## config.mk

```make
export PLATFORM = sky130hd
export DESIGN_NAME = ffsa_cell
export DESIGN_NICKNAME = d
export VERILOG_FILES = /design/src/sv/ffsa_pkg.sv /design/src/sv/ffsa_cell.sv
export SDC_FILE = /design/constraint.sdc
export NUM_CORES = 1
export LEC_CHECK = 0
export BUFFER_PORTS_ARGS = -buffer_cell sky130_fd_sc_hd__buf_2
export CORE_ASPECT_RATIO = 2
export CORE_MARGIN = 2
export CORE_UTILIZATION = 28
export DETAILED_ROUTE_END_ITERATION = 8
export MAX_ROUTING_LAYER = met4
export PLACE_DENSITY_LB_ADDON = 0.08
export RECOVER_POWER = 50
export SYNTH_ARGS = -nofsm -noshare
export SYNTH_HDL_FRONTEND = slang
export SYNTH_SLANG_ARGS = --single-unit
```

## constraint.sdc

```tcl
create_clock -name clk -period 2 [get_ports clk]
set_input_delay 0.1 -clock clk [delete_from_list [all_inputs] [get_ports clk]]
set_output_delay 0.1 -clock clk [all_outputs]
set_load 0.03 [all_outputs]
```

## src/sv/ffsa_pkg.sv

```systemverilog
// shared types and constants for the first-fit segment allocator
package ffsa_pkg;

  localparam int START_W  = 10;
  localparam int LEN_W    = 11;
  localparam int STATUS_W = 2;

  localparam logic OP_ALLOC = 1'b0;
  localparam logic OP_FREE  = 1'b1;

  localparam logic [STATUS_W-1:0] ST_DONE   = 2'd0;
  localparam logic [STATUS_W-1:0] ST_NO_FIT = 2'd1;
  localparam logic [STATUS_W-1:0] ST_FULL   = 2'd2;

  localparam logic [LEN_W-1:0] LEN_MAX = {LEN_W{1'b1}};

  // one free segment as held by a cell
  typedef struct packed {
    logic               vld;
    logic [START_W-1:0] start;
    logic [LEN_W-1:0]   len;
  } seg_t;

  // command broadcast to every cell
  typedef struct packed {
    logic               alloc;
    logic               free;
    logic [LEN_W-1:0]   size;
  } cmd_t;

endpackage

```

## src/sv/ffsa_cell.sv

```systemverilog
// one table position: holds a segment and shifts with its neighbors
module ffsa_cell #(
  parameter logic                       RESET_VLD = 1'b0,
  parameter logic [ffsa_pkg::LEN_W-1:0] RESET_LEN = '0
) (
  input  logic           clk,
  input  logic           rst,
  input  ffsa_pkg::cmd_t cmd,
  input  logic           drop,
  input  logic           first,
  input  logic           after,
  input  ffsa_pkg::seg_t left,
  input  ffsa_pkg::seg_t right,
  output ffsa_pkg::seg_t seg,
  output logic           fit,
  output logic           exact
);
  import ffsa_pkg::*;

  seg_t seg_next;

  assign fit   = seg.vld && (seg.len >= cmd.size);
  assign exact = seg.len == cmd.size;

  always_comb begin
    seg_next = seg;
    if (cmd.alloc && first && !drop) begin
      seg_next.start = seg.start + cmd.size[START_W-1:0];
      seg_next.len   = seg.len - cmd.size;
    end else if (cmd.alloc && drop && (first || after)) begin
      seg_next = right;
    end else if (cmd.free) begin
      seg_next = left;
    end
  end

  always_ff @(posedge clk) begin
    if (rst) begin
      seg.vld   <= RESET_VLD;
      seg.start <= '0;
      seg.len   <= RESET_LEN;
    end else begin
      seg <= seg_next;
    end
  end

endmodule

```

==> run_results.csv <==
group,metric,value,unit
status,run_status,"finished, violations left",
status,failing_checks,"setup timing",
clocking,ctsRootBufferMaster,"sky130_fd_sc_hd__clkbuf_16",
placement,port-buffer-count,85,
timing,slew_violations,0,
setup_path,timing.critical_path.cells,"ha_4 -> nor2b_4 -> o31a_1 -> or3_4 -> a311o_1 -> a2111oi_4 -> nor2_2 -> buf_6",
global_routing,wire_length_of_the_first_global_routing_pass,12.2,mm
synth,post_synth_instance_area,2070,um2
synth,synth_adder_area_share,14.0,%
timing,number_of_endpoints_failing_setup_at_the_final_stage,5,
timing,grt_setup_unrepaired,"yes",
power,power.density_cell_area,630,nW/um2
synth,synth-compound-area-share,29.7,%
synth,synthSimpleGateAreaFrac,17.7,%
global_routing,grt_use_total,20.0,%
setup_path,timing.critical_path.arrival,2.38,ns
synth,synthesis.instances,272,
clocking,max-clock-path-buffers,2,
floorplanning,die-area,8160,um2
routing,route.antenna.remaining_nets,0,
floorplanning,top_level_ports,86,
setup_path,crit_path_max_fanout,3,
synth,synth_async_sr_flop_share,0,%
routing,drt_pre_antenna_iters,4,
finish,total_inserted_antenna_cells,0,
routing,totalWireLength,7.53,mm
synth,synth.lib_cells_used.distinct,44,
setup_path,critPathCaptureType,"output port",
clocking,path_clk_slew,0.07,ns
setup_path,critPathLaunch,"seg[1]",
global_routing,grt_pass1_vias,2540,
placement,dpl.cell_count,466,
floorplanning,die_outline_width,64.9,um
synth,netlist.area_leader.share,21.2,%
setup_path,critical_path.startpoint_type,"flop",
setup_path,criticalPathCategory,"reg2out",
timing,post-route-min-period,2.48,ns
global_routing,grt_start_max_net_pins,38,
hold_path,hold_class,"in2reg",
global_routing,grt_overflow_total,0,
clocking,cts_buffers,3,
timing,skew,0.00190,ns
synth,synthFlopType,"sky130_fd_sc_hd__dfxtp_1",
power,power.ir.vdd_worst,0.000271,V
floorplanning,core_region_area,7210,um2
placement,weighted_congestion_reported_at_the_end_of_routability_driven_placement,0.839,
routing,drt_iter0_markers,64,
finish,final_nets,469,
setup_path,critical_path.max_stage_delay,0.35,ns
clocking,worst_skew_pair.late_latency,0.26,ns
floorplanning,cell_rows,44,
timing,period_share,124,%
clocking,cts_tree,"done",
synth,muxShareOfSynthArea,4.40,%
synth,postSynthAreaPerCell,7.63,um2
clocking,cts-htree-levels,1,
finish,finalInstanceArea,3110,um2
setup_path,critical_path_required,1.90,ns
hold_path,hold_path_startpoint,"right[8]",
timing,final.setup.worst_slack,-0.483,ns
floorplanning,die_y,126,um
synth,synth.yosys.warnings,0,
routing,post_drt_wl_per_cell,15.8,um
clocking,clock_sink_count,22,
synth,synth_top_family_by_area,"compound AO/OA/AOI/OAI gates",
finish,largest_reg_flops,22,
synth,number_of_synthesized_flops_with_an_enable_pin,0,
finish,largest-register,"seg",
placement,detailed_place_hpwl,5.98,mm
synth,sequential_to_total_area_share_from_yosys_stat,21.2,%
global_routing,grt_antenna_before_repair,0,
synth,cell_type_with_the_largest_total_area_after_synthesis,"sky130_fd_sc_hd__dfxtp_1",
finish,share_of_layout_cells_above_drive_strength_1,35.7,%
finish,synthToLayoutAreaGrowth,49.9,%
clocking,postCtsHoldBufs,0,
power,power.static_leakage,1.47,nW
timing,maxClockFrequency,403,MHz
synth,synth-xor-area-share,5.91,%
floorplanning,initial_core_util,28.8,%
finish,final_instance_count_without_filler_cells,476,
setup_path,critical_path.reg2reg.startpoint,"seg[1]",
run,drv.max_cap_violation_count,0,
finish,largestRegisters,"seg: 22 flops",
timing,timing.max_slew.rel_slack,65.5,%
synth,synth-seq-cells,22,
timing,worst_slew_pin_slew,0.513,ns
synth,syn_nets,356,
routing,vias,2415,
timing,finalHoldViolCount,0,
setup_path,cp_slowest_cell,"sky130_fd_sc_hd__dfxtp_4",
placement,place_area,2890,um2
routing,drc,0,
synth,ys_top_cells_by_area,"sky130_fd_sc_hd__dfxtp_1 21%, sky130_fd_sc_hd__ha_1 12%, sky130_fd_sc_hd__nor2_1 6.7%, sky130_fd_sc_hd__inv_1 4.7%, sky130_fd_sc_hd__a21oi_1 4.3%",
routing,via_per_inst,5.07,
[final cells by class]
cell class              instances  area (um2)
fillers                       785        4100
multi-input cells             211        1640
repair buffers                121         709
flip-flops and latches         22         454
well taps                      92         115
inverters                      26        97.6
clock buffers                   4        88.8
[cell usage after synthesis (2+ instances only)]
cell / n
sky130_fd_sc_hd__inv_1: 26
sky130_fd_sc_hd__or2_2: 3
sky130_fd_sc_hd__xnor2_1: 9
sky130_fd_sc_hd__nor2_1: 37
sky130_fd_sc_hd__nor4_1: 3
sky130_fd_sc_hd__ha_1: 20
sky130_fd_sc_hd__a2111oi_0: 3
sky130_fd_sc_hd__nor3_1: 6
sky130_fd_sc_hd__o21bai_1: 3
sky130_fd_sc_hd__nand2_1: 11
sky130_fd_sc_hd__dfxtp_1: 22
sky130_fd_sc_hd__nand3_1: 4
sky130_fd_sc_hd__a21oi_1: 18
sky130_fd_sc_hd__o21a_1: 3
sky130_fd_sc_hd__a221oi_1: 4
sky130_fd_sc_hd__o2bb2ai_1: 4
sky130_fd_sc_hd__fa_1: 2
sky130_fd_sc_hd__mux2i_1: 8
sky130_fd_sc_hd__xor2_1: 5
sky130_fd_sc_hd__o221ai_1: 2
sky130_fd_sc_hd__clkbuf_1: 13
sky130_fd_sc_hd__o211ai_1: 5
sky130_fd_sc_hd__o22ai_1: 8
sky130_fd_sc_hd__nand4_1: 2
sky130_fd_sc_hd__a211oi_1: 7
sky130_fd_sc_hd__a21o_1: 4
sky130_fd_sc_hd__o21ai_0: 10
sky130_fd_sc_hd__a21boi_0: 2
sky130_fd_sc_hd__nand3b_1: 5
sky130_fd_sc_hd__a31oi_1: 9
[placed cells by master, fill, tap and decap left out, types with 6 or more instances in the layout]
| master | synthesis | routed |
|---|---|---|
| sky130_fd_sc_hd__a211oi_1 | 7 | 7 |
| sky130_fd_sc_hd__a21oi_1 | 18 | 14 |
| sky130_fd_sc_hd__a31oi_1 | 9 | 9 |
| sky130_fd_sc_hd__buf_2 | 0 | 64 |
| sky130_fd_sc_hd__buf_4 | 0 | 32 |
| sky130_fd_sc_hd__clkbuf_1 | 13 | 20 |
| sky130_fd_sc_hd__dfxtp_1 | 22 | 17 |
| sky130_fd_sc_hd__ha_1 | 20 | 16 |
| sky130_fd_sc_hd__inv_1 | 26 | 24 |
| sky130_fd_sc_hd__mux2i_1 | 8 | 8 |
| sky130_fd_sc_hd__nand2_1 | 11 | 11 |
| sky130_fd_sc_hd__nor2_1 | 37 | 36 |
| sky130_fd_sc_hd__nor3_1 | 6 | 6 |
| sky130_fd_sc_hd__o21ai_0 | 10 | 8 |
| sky130_fd_sc_hd__o22ai_1 | 8 | 8 |
| sky130_fd_sc_hd__xnor2_1 | 9 | 8 |
[logic make-up (layout without fill, tap and decap cells)]
group                    after synthesis  in the layout
AO/OA/AOI/OAI                         89             89
XOR/XNOR                              14             14
adder cells (fa/ha/maj)               22             22
buffers and inverters                 39            151
flip-flops                            22             22
multiplexers                           9              9
AND/OR/NAND/NOR                       77             77
[report_power, final]
| part | internal, W | switching, W | total [W] |
|---|---|---|---|
| Combinational | 0.000429 | 0.000508 | 0.000937 |
| Sequential | 0.000485 | 0.0000358 | 0.000521 |
| Clock | 0.000307 | 0.000195 | 0.000502 |
[worst paths after layout]
check             to  slack, ns  depth (start not counted)
max reg2reg   seg[9]      -0.12                          8
max              fit      -0.48                          8
min           seg[8]       0.18                          3
min reg2reg  seg[14]       0.49                          2
[repair_timing]
| action | 4_1_cts | 5_1_grt |
|---|---|---|
| pin swaps | 6 | 9 |
| buffers inserted | 5 | 5 |
| setup endpoints to repair | 6 | 8 |
| resized for setup | 11 | 11 |
[stage by stage]
stage / TNS (ns) / worst slack, ns / hold slack [ns] / utilization (%) / total power (W)
5_1_grt: -1.37 / -0.564 / 0.209 / 43.1 / 0.00210
2_1_floorplan: -0.216 / -0.177 / 0.329 / - / 0.00108
3_5_place_dp: -0.686 / -0.266 / 0.461 / 40.0 / 0.00140
4_1_cts: -0.686 / -0.491 / 0.190 / 42.4 / 0.00196
3_3_place_gp: -0.532 / -0.257 / 0.450 / 40.0 / 0.00139
6_report: -0.748 / -0.483 / 0.183 / 43.1 / 0.00196
[per-layer routing]
layer / track usage, % / vias up / share of wire, %
li1: - / 1226 / -
met1: 20.3 / 1124 / 37
met2: 39.3 / 60 / 58
met3: 1.96 / 5 / 3.9
met4: 4.88 / 0 / 1.2
met5: - / - / 0
[critical path: cells and delay by family, from the launching register on]
kind                       cells  cell delay (ns)
AOI/OAI and AO/OA              3             0.90
DFF                            1             0.35
adders and majority gates      1             0.21
and+or+nand+nor                3             0.52
buffers and inverters          1             0.14
(Power assumes the default switching activity.)
